==> src/hw/rtl/psd_pkg.sv <==
// Shared widths, zone codes and pipeline side-band types for the point/segment distance unit
package psd_pkg;

   localparam int COORD_BITS = 16;
   localparam int FRAC_BITS  = 8;

   localparam int CW   = COORD_BITS;
   localparam int DW   = CW + 1;            // coordinate difference, signed
   localparam int PW   = 2 * DW;            // difference product, signed
   localparam int LW   = 2 * CW + 1;        // squared length, unsigned
   localparam int QW   = CW + FRAC_BITS;    // foot offset magnitude
   localparam int NW   = LW + QW;           // divider numerator
   localparam int NXW  = CW + FRAC_BITS + 1; // working width of nearest point
   localparam int OW   = CW + FRAC_BITS;    // nearest point output width
   localparam int EW   = CW + FRAC_BITS + 1; // error vector component, signed
   localparam int RW   = CW + FRAC_BITS + 1; // root width, also distance width
   localparam int D2W  = 2 * RW;            // squared distance

   localparam int FRONT_STAGES = 4;
   localparam int NEAR_STAGES  = 3;
   localparam int LATENCY      = FRONT_STAGES + QW + NEAR_STAGES + RW;

   typedef enum logic [1:0] {
      ZONE_FOOT   = 2'd0,
      ZONE_BEFORE = 2'd1,
      ZONE_PAST   = 2'd2,
      ZONE_ZERO   = 2'd3
   } zone_type;

   typedef struct packed {
      logic [CW-1:0] px;
      logic [CW-1:0] py;
      logic [CW-1:0] sx;
      logic [CW-1:0] sy;
      logic [CW-1:0] ex;
      logic [CW-1:0] ey;
      zone_type      zone;
      logic          neg_x;
      logic          neg_y;
   } side_type;

   typedef struct packed {
      logic [OW-1:0] near_x;
      logic [OW-1:0] near_y;
      zone_type      zone;
   } tag_type;

endpackage

==> src/hw/rtl/psd_sqrt.sv <==
// Integer square root pipeline, one root bit per stage
module psd_sqrt (
   input  logic                    clock,
   input  logic                    reset,
   input  logic                    in_valid,
   input  psd_pkg::tag_type        in_tag,
   input  logic [psd_pkg::D2W-1:0] in_d2,
   output logic                    out_valid,
   output psd_pkg::tag_type        out_tag,
   output logic [psd_pkg::RW-1:0]  out_root
);
   import psd_pkg::*;

   logic           valid_st [0:RW];
   tag_type        tag_st   [0:RW];
   logic [D2W-1:0] x_st     [0:RW];
   logic [RW+1:0]  rem_st   [0:RW];
   logic [RW-1:0]  root_st  [0:RW];

   assign valid_st[0] = in_valid;
   assign tag_st[0]   = in_tag;
   assign x_st[0]     = in_d2;
   assign rem_st[0]   = '0;
   assign root_st[0]  = '0;

   for (genvar k = 0; k < RW; k++) begin : g_step
      logic           valid_ff;
      tag_type        tag_ff;
      logic [D2W-1:0] x_ff;
      logic [RW+1:0]  rem_ff, rem_in;
      logic [RW-1:0]  root_ff;
      logic [RW+3:0]  t, trial;
      logic           take;

      always_comb begin
         t      = {rem_st[k], x_st[k][D2W-1-2*k -: 2]};
         trial  = {2'b00, root_st[k], 2'b01};
         take   = t >= trial;
         rem_in = take ? (RW+2)'(t - trial) : t[RW+1:0];
      end

      always_ff @(posedge clock) begin
         if (reset) begin
            valid_ff <= 1'b0;
         end else begin
            valid_ff <= valid_st[k];
         end
      end

      always_ff @(posedge clock) begin
         tag_ff  <= tag_st[k];
         x_ff    <= x_st[k];
         rem_ff  <= rem_in;
         root_ff <= {root_st[k][RW-2:0], take};
      end

      assign valid_st[k+1] = valid_ff;
      assign tag_st[k+1]   = tag_ff;
      assign x_st[k+1]     = x_ff;
      assign rem_st[k+1]   = rem_ff;
      assign root_st[k+1]  = root_ff;
   end

   assign out_valid = valid_st[RW];
   assign out_tag   = tag_st[RW];
   assign out_root  = root_st[RW];

endmodule

==> config.mk <==
export PLATFORM = sky130hd
export DESIGN_NAME = psd_sqrt
export DESIGN_NICKNAME = d
export VERILOG_FILES = /design/src/hw/rtl/psd_pkg.sv /design/src/hw/rtl/psd_sqrt.sv
export SDC_FILE = /design/constraint.sdc
export NUM_CORES = 2
export LEC_CHECK = 0
export ABC_AREA = 0
export BUFFER_PORTS_ARGS = -buffer_cell sky130_fd_sc_hd__buf_2
export CORE_MARGIN = 3
export CORE_UTILIZATION = 40
export DETAILED_ROUTE_END_ITERATION = 12
export PLACE_DENSITY = 0.57
export SLEW_MARGIN = 10
export SYNTH_ARGS = -nofsm -noshare
export SYNTH_HDL_FRONTEND = slang
export SYNTH_SLANG_ARGS = --single-unit
==> constraint.sdc <==
create_clock -name clock -period 4.1 [get_ports clock]
set_input_delay 0.205 -clock clock [delete_from_list [all_inputs] [get_ports clock]]
set_output_delay 0.205 -clock clock [all_outputs]
set_load 0.02 [all_outputs]
==> results_dict.tcl <==
set metrics [dict create \
    cts_resized 0 \
    coreArea_um2 200700 \
    fmax_mhz 277.4 \
    grt_max_degree 45 \
    syn_to_final_growth_pct 19.38 \
    finalCritPeriodShare_pct 87.93 \
    crit_arrival_ns 4.30 \
    cap_violations 0 \
    cts_tree "yes" \
    cp_max_fo 33 \
    placed_area_um2 85310 \
    grt_pass1_wl_mm 223.8 \
    drc 0 \
    swShare_pct 23.75 \
    yosysUniqueCellTypes 89 \
    fin_cells 10180 \
    wire_per_inst_um 13.31 \
    finalCriticalPeriod_ns 3.605 \
    hold_start "in_d2[48]" \
    power_density_nw_per_um2 664.4 \
    io_pins 179 \
    ys_warn_count 0 \
    async_flop_share_pct 0 \
    wl_met1_mm 61.07 \
    io_buffer_count 178 \
    synth-simple-area-share_pct 8.657 \
    num_rows 164 \
    critPathCaptureType "register" \
    dr.max_layer_used "met4" \
    cpMostUsedCell "a21oi_1" \
    power.internal_mw 49.08 \
    required_ns 4.80 \
    syn_area_um2 81160 \
    fin_tns_setup_ns 0 \
    clkPwrFrac_pct 40.0 \
    mostFrequentLayoutCell "dfxtp_1" \
    vias 46000 \
    min_path_type "in2reg" \
    wl_met3_mm 5.309 \
    drive_above_1_share_pct 9.770 \
    wl_mm 135.5 \
    grt_overflow 0 \
    design_area_um2 96880 \
    hold_depth 3 \
    gp_congestion 0.8684 \
    synth.avg_cell_area_um2 12.11 \
    antenna_found_initial 2 \
    p_sw_mw 15.29 \
    place_inst 9479 \
    worstSkewPairLatency_ns 0.92 \
    cts_buffers 295 \
    p_leak_nw 43.69 \
    synthMuxAreaShare_pct 0.6213 \
    rsz0062_at_grt "false" \
    finalHoldViolations 0 \
    ys.flop_type "dfxtp_1" \
    clk_pin_slew_ns 0.05 \
    ys_seq_area_share_pct 69.34 \
    post-dp-hpwl_mm 93.45 \
    synth-edff-count 0 \
    cts_root_buffer "clkbuf_16" \
    dieHeight_um 456.4 \
    cts_sinks 2811 \
    tightest_slew_ns 0.8674 \
    comb_power_share_pct 9.6 \
    htreeDepth 5 \
    vdd_ir_drop_max_v 0.0004369 \
    grt_usage_pct 12.84 \
    final_cell_mix "2811 x dfxtp_1, 437 x inv_1, 373 x nand2_1" \
    nNetsFinal 7780 \
    power.share.sequential_pct 50.4 \
    path_class "reg2reg" \
    viasPerCell 4.519 \
    postRouteAntennaNets 0 \
    synth_seq_cells 2811 \
    r2r_start "g_step[16].root_ff[3]" \
    die-area_um2 208300 \
    synth_xor_area_share_pct 5.407 \
    setup_violations 0 \
    relSlewSlack_pct 41.73 \
    critPathMaxStageDelay_ns 0.57 \
    grt_pass1_vias 45740 \
    synth_top_family_by_area "simple AND/OR/NAND/NOR gates" \
    power_mw 64.37 \
    path_cells "inv_1 -> ha_1 -> a21o_1 -> a2111oi_0 -> a21oi_1 -> o2111ai_1 -> a21oi_1 -> o21a_1 -> or4b_1 -> buf_4 -> nor4b_1 -> xor2_1" \
    finalMaxSlewViolations 0 \
    firstDrtPassIters 7 \
    min_to "g_step[0].root_ff[0]" \
    r2r_cells 12 \
    synth_cells 6700 \
    clock_skew_ns 0.07265 \
    reg2reg_to "g_step[17].rem_ff[24]" \
    rrSetupSlack_ns 0.50 \
    start_util_pct 40.44 \
    synth_compound_area_share_pct 8.091 \
    outcome "finished clean" \
    die_w_um 456.4 \
    crit_slowest_cell "a2111oi_0" \
    synth_fa_ha_area_share_pct 5.427 \
    drt-initial-drc-count 2149 \
    wl_met2_mm 63.13 \
    synth_fp_nets 7155 \
    cp-start-kind "register" \
    max-clock-path-buffers 4 \
]
==> through the flow <==
stage,setup slack [ns],hold slack [ns],util [%]
finish,0.4950,0.1139,48.28
global route,0.2493,0.07255,48.28
CTS,0.5002,0.001116,48.27
detailed placement,0.5597,0.3086,42.51
global placement,0.6294,0.3071,42.51
floorplan,0.9697,0.2327,-
==> registers in the layout (all words and copies together), names as in the netlist <==
register         cells
g_step.x_ff        600
g_step.valid_ff     24
g_step.rem_ff      611
g_step.root_ff     300
out_valid            1
g_step.tag_ff     1200
out_root            25
out_tag             50
==> cells by family (layout without fill, tap and decap cells) <==
kind of cell             count (synthesis)  in the layout
buffers and inverters                  524           1347
multiplexers                            46             46
XOR/XNOR                               501            501
adder cells (fa/ha/maj)                352            352
AND/OR/NAND/NOR                       1411           1411
AO/OA/AOI/OAI                         1054           1054
other                                    1              2
flip-flops                            2811           2811
==> critical path, delay by kind of cell (launching register included) <==
family,cells,cell delay (ns)
AOI/OAI and AO/OA,6,1.62
xor gates and xnor gates,1,0.17
adders and majority gates,1,0.34
buffers and inverters,2,0.30
DFF,1,0.33
and+or+nand+nor,2,0.66
==> cell type report <==
cell class	instances	area, um^2
Clock buffer	402	8308
Timing Repair Buffer	413	3193
Tap cell	2656	3323
Antenna cell	1	2.502
Fill cell	17650	103800
Inverter	439	1648
Clock inverter	93	1206
Multi-Input combinational cell	3365	22930
Sequential cell	2811	56270
==> Yosys cell counts (all sizes together) (30+ instances only) <==
master,number,area [um^2]
ha,352,4404
mux2,35,394.1
a21o,127,953.4
nand2b,43,269.0
xnor2,257,2251
nor3,133,681.9
or3,46,292.8
xor2,244,2137
dfxtp,2811,56270
o21a,74,555.5
nor4,80,500.5
o31ai,30,225.2
nor2,344,1291
nor2b,75,469.2
nand3,72,360.4
o21ai,296,1481
nand2,373,1400
a211oi,35,262.8
nand4,61,381.6
inv,438,1644
a21oi,290,1451
clkbuf,74,277.8
or4,32,244.0
==> worst max path at each step <==
stage,from,end,slack (ns)
5_1_grt,g_step[16].root_ff[3],g_step[17].rem_ff[24],0.25
3_3_place_gp,g_step[16].root_ff[3],g_step[17].rem_ff[24],0.63
2_1_floorplan,g_step[16].root_ff[3],g_step[17].rem_ff[10],0.97
3_5_place_dp,g_step[16].root_ff[3],g_step[17].rem_ff[24],0.56
4_1_cts,g_step[16].root_ff[3],g_step[17].rem_ff[24],0.50
6_report,g_step[16].root_ff[3],g_step[17].rem_ff[24],0.50
==> power by group through the flow <==
| stage | Combinational, mW | Sequential [mW] | Clock [mW] |
|---|---|---|---|
| final | 6.19 | 32.4 | 25.7 |
| after global routing | 6.98 | 32.8 | 27.8 |
| after CTS | 6.21 | 32.5 | 26.7 |
| after detailed placement | 6.03 | 33.1 | 0 |
| after global placement | 5.93 | 33.0 | 0 |
| after floorplan | 4.75 | 32.3 | 0 |
==> layer usage <==
layer / vias to the layer above / GRT usage, %
met4: 0 / 6.382
met5: - / 0
met2: 834 / 21.74
met1: 21070 / 15.59
met3: 387 / 2.508
li1: 23720 / -
==> what timing repair did <==
item	CTS	global route
hold buffers	205	0
buffers inserted	0	0
endpoints found under the setup margin	0	0
hold endpoints to repair	126	0
No activity file was read; power rests on OpenSTA's default activity.
