<file path="src/hw/rtl/psd_pkg.sv">
// Shared widths, zone codes and pipeline side-band types for the point/segment distance unit
package psd_pkg;

   localparam int COORD_BITS = 16;
   localparam int FRAC_BITS  = 8;

   localparam int CW   = COORD_BITS;
   localparam int DW   = CW + 1;            // coordinate difference, signed
   localparam int PW   = 2 * DW;            // difference product, signed
   localparam int LW   = 2 * CW + 1;        // squared length, unsigned
   localparam int QW   = CW + FRAC_BITS;    // foot offset magnitude
   localparam int NW   = LW + QW;           // divider numerator
   localparam int NXW  = CW + FRAC_BITS + 1; // working width of nearest point
   localparam int OW   = CW + FRAC_BITS;    // nearest point output width
   localparam int EW   = CW + FRAC_BITS + 1; // error vector component, signed
   localparam int RW   = CW + FRAC_BITS + 1; // root width, also distance width
   localparam int D2W  = 2 * RW;            // squared distance

   localparam int FRONT_STAGES = 4;
   localparam int NEAR_STAGES  = 3;
   localparam int LATENCY      = FRONT_STAGES + QW + NEAR_STAGES + RW;

   typedef enum logic [1:0] {
      ZONE_FOOT   = 2'd0,
      ZONE_BEFORE = 2'd1,
      ZONE_PAST   = 2'd2,
      ZONE_ZERO   = 2'd3
   } zone_type;

   typedef struct packed {
      logic [CW-1:0] px;
      logic [CW-1:0] py;
      logic [CW-1:0] sx;
      logic [CW-1:0] sy;
      logic [CW-1:0] ex;
      logic [CW-1:0] ey;
      zone_type      zone;
      logic          neg_x;
      logic          neg_y;
   } side_type;

   typedef struct packed {
      logic [OW-1:0] near_x;
      logic [OW-1:0] near_y;
      zone_type      zone;
   } tag_type;

endpackage

</file>
<file path="src/hw/rtl/psd_near.sv">
// Nearest point selection, error vector, its squares and the squared distance
module psd_near (
   input  logic                    clock,
   input  logic                    reset,
   input  logic                    in_valid,
   input  psd_pkg::side_type       in_side,
   input  logic [psd_pkg::QW-1:0]  in_q_x,
   input  logic [psd_pkg::QW-1:0]  in_q_y,
   input  logic                    in_rnz_x,
   input  logic                    in_rnz_y,
   output logic                    out_valid,
   output psd_pkg::tag_type        out_tag,
   output logic [psd_pkg::D2W-1:0] out_d2
);
   import psd_pkg::*;

   logic                  va_ff, vb_ff, vc_ff;
   tag_type               ta_ff, tb_ff, tc_ff;
   logic signed [EW-1:0]  ex_ff, ey_ff;
   logic signed [2*EW-1:0] sx_ff, sy_ff;
   logic [D2W-1:0]        d2_ff;

   logic signed [QW:0]    qsx, qsy;
   logic signed [NXW-1:0] base_x, base_y, nx, ny, pxs, pys;
   logic signed [NXW:0]   ddx, ddy;
   logic [2*EW:0]         d2_sum;
   tag_type               ta_in;

   always_comb begin
      // floor of a negative quotient steps down once more on a remainder
      qsx = in_side.neg_x ? -$signed({1'b0, in_q_x}) - $signed((QW+1)'(in_rnz_x))
                          :  $signed({1'b0, in_q_x});
      qsy = in_side.neg_y ? -$signed({1'b0, in_q_y}) - $signed((QW+1)'(in_rnz_y))
                          :  $signed({1'b0, in_q_y});
      if (in_side.zone == ZONE_PAST) begin
         base_x = NXW'($signed(in_side.ex)) <<< FRAC_BITS;
         base_y = NXW'($signed(in_side.ey)) <<< FRAC_BITS;
      end else begin
         base_x = NXW'($signed(in_side.sx)) <<< FRAC_BITS;
         base_y = NXW'($signed(in_side.sy)) <<< FRAC_BITS;
      end
      nx  = base_x + NXW'(qsx);
      ny  = base_y + NXW'(qsy);
      pxs = NXW'($signed(in_side.px)) <<< FRAC_BITS;
      pys = NXW'($signed(in_side.py)) <<< FRAC_BITS;
      ddx = (NXW+1)'(pxs) - (NXW+1)'(nx);
      ddy = (NXW+1)'(pys) - (NXW+1)'(ny);
      ta_in.near_x = nx[OW-1:0];
      ta_in.near_y = ny[OW-1:0];
      ta_in.zone   = in_side.zone;
   end

   assign d2_sum = (2*EW+1)'(sx_ff) + (2*EW+1)'(sy_ff);

   always_ff @(posedge clock) begin
      if (reset) begin
         va_ff <= 1'b0;
         vb_ff <= 1'b0;
         vc_ff <= 1'b0;
      end else begin
         va_ff <= in_valid;
         vb_ff <= va_ff;
         vc_ff <= vb_ff;
      end
   end

   always_ff @(posedge clock) begin
      ta_ff <= ta_in;
      ex_ff <= ddx[EW-1:0];
      ey_ff <= ddy[EW-1:0];
      tb_ff <= ta_ff;
      sx_ff <= (2*EW)'(ex_ff) * (2*EW)'(ex_ff);
      sy_ff <= (2*EW)'(ey_ff) * (2*EW)'(ey_ff);
      tc_ff <= tb_ff;
      d2_ff <= d2_sum[D2W-1:0];
   end

   assign out_valid = vc_ff;
   assign out_tag   = tc_ff;
   assign out_d2    = d2_ff;

endmodule

</file>
<file path="config.mk">
export PLATFORM = sky130hd
export DESIGN_NAME = psd_near
export DESIGN_NICKNAME = d
export VERILOG_FILES = /design/src/hw/rtl/psd_pkg.sv /design/src/hw/rtl/psd_near.sv
export SDC_FILE = /design/constraint.sdc
export NUM_CORES = 2
export LEC_CHECK = 0
export ABC_AREA = 1
export BUFFER_PORTS_ARGS = -buffer_cell sky130_fd_sc_hd__buf_2
export CAP_MARGIN = 15
export CORE_ASPECT_RATIO = 0.7
export CORE_MARGIN = 5
export CORE_UTILIZATION = 30
export DETAILED_ROUTE_END_ITERATION = 16
export SLEW_MARGIN = 0
export SYNTH_ARGS = -nofsm -noshare
export SYNTH_HDL_FRONTEND = slang
export SYNTH_SLANG_ARGS = --single-unit
</file>
<file path="constraint.sdc">
create_clock -name clock -period 9.6 [get_ports clock]
set_input_delay 1.92 -clock clock [delete_from_list [all_inputs] [get_ports clock]]
set_output_delay 1.92 -clock clock [all_outputs]
set_load 0.05 [all_outputs]
</file>
==> results <==
- The transition at the pin with the smallest max-transition slack is about 1000 ps.
- The async set-reset flop share out of synthesis is 0.
- In this run the count of I/O pins placed on the die edge is around 250.
- The path class of the lowest-slack min-delay path is register to register.
- Subtracting the final worst setup slack from the clock period gives roughly 7800 ps.
- The die covers about 0.21 mm².
- Of the cells placed in the final design, the portion with a size suffix greater than 1 is 0.0675.
- The area used by sequential logic in the layout is between 0.006 and 0.007 mm².
- The max-slew violation count is 0.
- Summed over all failing endpoints, the final setup total negative slack is 0 ps.
- The placed standard-cell area is roughly 0.066 mm².
- The max-capacitance violation count is 0.
- The floorplan has ~140 rows.
- The number of nets handed over by synthesis was 9,295.
- The total non-filler cell area in the finished layout is approximately 0.067 mm².
- The worst setup path is captured at a register.
- The clock tree synthesis step divided the H-tree into 2 levels.
- The slack of the critical path is roughly 1800 ps.
- STA puts the critical path data arrival time at about 8300 ps.
- The final period utilization is 0.808.
- In this run the vertical extent of the chip is 388 µm.
- The final setup violation count is 0.
- The required time of the worst setup path is a little over 10,000 ps.
- The count of port buffers added during placement is between 200 and 300.
- The pre-antenna-repair detailed-routing pass consisted of 5 iterations.
- OpenSTA, run right after detailed placement, puts the worst setup slack at about 1900 ps.
- The number of hold-slack violations in the final timing report was 0.
- The number of enable flip-flop cells after synthesis is 0.
- The placer's final routability congestion estimate is slightly above 0.9.
- The prevailing post-synth register cell is sky130_fd_sc_hd__dfxtp_1.
- The top fanout value on the critical path is 15.
- In this run the post-CTS setup repair buffer count came out at 0.
- The register clock-pin slew on the reported worst setup and hold paths is 70 ps.
- The synthesized flop and latch total is roughly 350.
- The placed wire-length estimate is roughly 160,000 µm.
- The most used cell along the critical path is sky130_fd_sc_hd__fa_1.
- The standard cell with the maximum stage delay on the critical path is sky130_fd_sc_hd__dfxtp_1.
- The net count of the finished layout is ~9,500.
- The largest total area in the synthesized netlist belongs to sky130_fd_sc_hd__fa_1.
- The root buffer cell is sky130_fd_sc_hd__clkbuf_16.
- The layout has roughly 21,000 filler cells.
- After detailed routing, the number of remaining DRC violations is 0.
- The sequential cell area fraction in the yosys report is 0.114.
- The TritonCTS clock tree is yes.
- Dividing the synthesized area by the synthesized cell count gives about 8.2 µm².
- The via count of the first global-routing pass is ~50,000.
- The cell family with the largest share of critical-path delay is adder cells.
- The relative slew slack is 0.299.
- The count of warnings emitted by yosys is 0.
- The per-cell via count in the routed design is between 4 and 5.
- Summing all multi-input logic gate instances after layout gives 0.0457 mm².
- The post-cts hold buffer count is 0.
- The worst register-to-register path has a setup slack of between 1500 and 2000 ps.
- The number of DRC markers in iteration 0 is ~3,600.
- Walking the worst path, the cells encountered are nand2_1 > inv_1 > fa_1 > fa_1 > inv_1 > fa_1 > inv_1 > fa_1 > fa_1 > fa_1 > fa_1 > ha_1 > nand2_1 > nor2_1 > inv_1 > o21ai_0 > a21oi_1 > nand3_1 > xor2_1.
- The total overflow left after global routing is 0.
- Summed over all layers, the routed wires come to 184,000 µm.
- The initial antenna violation count is 9.
- For the worst-skew pair, the clock arrives at the later sink with an insertion delay of roughly 630 ps.
- The first global-routing pass estimated between 200,000 and 300,000 µm of wire.
- The post-synthesis instance total is between 7,000 and 8,000.
- The library cell with the highest instance count after synthesis is sky130_fd_sc_hd__inv_1.
- For this run, the top clock speed supported by timing is ~0.13 GHz.
- The worst hold slack after final layout is 310 ps.
- For this run, the slowest stage of the critical path takes between 800 and 900 ps.
- In the post-synthesis netlist, the biggest area contributors are sky130_fd_sc_hd__fa_1 40%, sky130_fd_sc_hd__inv_1 13%, sky130_fd_sc_hd__dfxtp_1 11%, sky130_fd_sc_hd__ha_1 9.6%, sky130_fd_sc_hd__nand2_1 8.7%.
- The clock skew is ~23 ps.
- The critical path is of the register to register type.
- For this block, the via count after detailed routing is about 47,000.
- In this run the remaining antenna-violating nets after routing total 0.
- The distinct cell type count after synthesis is 64.
- For this configuration, the core starts out at a cell density of 0.302.
- Together, buffers and inverters on the worst path number 4.
- The run finished with clean final reports.
- The core region area is between 0.2 and 0.25 mm².
- Across every metal layer, demand over resource in global routing totals 0.174.
- Entering global routing, the biggest net connects 36 pins.
- Setup repair after global routing left no endpoint under its margin.
- The share of synthesized area in the top cell type comes to 0.398.
- Buffers inserted during clock tree synthesis total 45.
- The number of clock sinks is 347.
- From synthesis to final layout, the design area changed by 9.78%.
- The die width is between 500 and 600 µm.
- The detail-routed net length per standard cell is between 15 and 20 µm.
- The nature of the critical path startpoint is a register.
- The clock passes through at most 3 buffers.
- The mapped cell area is between 0.06 and 0.07 mm².
- The commonest cells after synthesis are 2,070 x sky130_fd_sc_hd__inv_1, 1,411 x sky130_fd_sc_hd__nand2_1, 1,216 x sky130_fd_sc_hd__fa_1.
- Gates resized during post-CTS repair numbered 0.
area by class of cell:
| class | count | area share |
|---|---|---|
| Tap cell | 2730 | 0.0509 |
| Antenna cell | 1 | 0.0000373 |
| Clock inverter | 29 | 0.00496 |
| Sequential cell | 347 | 0.103 |
| Inverter | 2088 | 0.117 |
| Timing Repair Buffer | 308 | 0.0250 |
| Multi-Input combinational cell | 4853 | 0.681 |
| Clock buffer | 54 | 0.0180 |
metal layers:
metal / vias to the layer above / track usage / wire length (µm) / part of all wire
li1: 22383 / - / - / -
met1: 23128 / 0.267 / 91000 / 0.49
met2: 1571 / 0.246 / 73400 / 0.40
met3: 195 / 0.0359 / 15000 / 0.082
met4: 8 / 0.0420 / 4750 / 0.026
met5: - / 0 / 60 / 0.00033
final timing paths:
check,from,end,cells after the start
worst min register to register,ta_ff[7]$_DFF_P_,tb_ff[7]$_DFF_P_,0
worst max register to register,ex_ff[2]$_DFF_P_,sx_ff[40]$_DFF_P_,19
worst min-delay path,ta_ff[7]$_DFF_P_,tb_ff[7]$_DFF_P_,0
worst max-delay path,ex_ff[2]$_DFF_P_,sx_ff[40]$_DFF_P_,19
state kept, by name (all words and copies together) (netlist names):
signal     cells
va_ff          1
out_tag       50
out_d2        50
vb_ff          1
sx_ff         49
ta_ff         48
ex_ff         25
ey_ff         25
out_valid      1
tb_ff         48
sy_ff         49
per-stage QoR:
stage	utilization	instances
floorplan	-	7459
global placement	0.324	10326
detailed placement	0.324	10326
CTS	0.332	10409
global route	0.332	10409
finish	0.332	10410
logic make-up after synthesis:
logic type               share of synthesized area
flip-flops                                   0.114
adder cells (fa/ha/maj)                      0.494
AND/OR/NAND/NOR                              0.151
AO/OA/AOI/OAI                               0.0628
multiplexers                               0.00552
buffers and inverters                        0.139
XOR/XNOR                                    0.0347
cells in the final DEF, fill, tap and decap left out, types with 7 or more instances in the layout:
cell                           n
sky130_fd_sc_hd__nor3_1       46
sky130_fd_sc_hd__dfxtp_1     347
sky130_fd_sc_hd__nor2_1      419
sky130_fd_sc_hd__inv_6         9
sky130_fd_sc_hd__buf_2       253
sky130_fd_sc_hd__or2_2        18
sky130_fd_sc_hd__o21bai_1     49
sky130_fd_sc_hd__xor2_1      168
sky130_fd_sc_hd__a31oi_1      56
sky130_fd_sc_hd__o21a_1       11
sky130_fd_sc_hd__fa_1       1216
sky130_fd_sc_hd__o21ai_0     166
sky130_fd_sc_hd__and3_1        7
sky130_fd_sc_hd__a21oi_1     264
sky130_fd_sc_hd__inv_1      2070
sky130_fd_sc_hd__mux2_2       30
sky130_fd_sc_hd__nand4_1      51
sky130_fd_sc_hd__nand2_2      20
sky130_fd_sc_hd__buf_4        55
sky130_fd_sc_hd__a211oi_1      7
sky130_fd_sc_hd__xnor2_1      74
sky130_fd_sc_hd__nand3_1     207
sky130_fd_sc_hd__ha_1        467
sky130_fd_sc_hd__nor4_1       20
sky130_fd_sc_hd__nor2_2        7
sky130_fd_sc_hd__nand2_1    1410
sky130_fd_sc_hd__a221oi_1      9
sky130_fd_sc_hd__clkbuf_16    46
sky130_fd_sc_hd__a21o_1       41
sky130_fd_sc_hd__inv_2        13
sky130_fd_sc_hd__o21ai_1      15
Power is not shown: default switching activity piles up to over one toggle a cycle in this logic, so the estimate is an artifact.
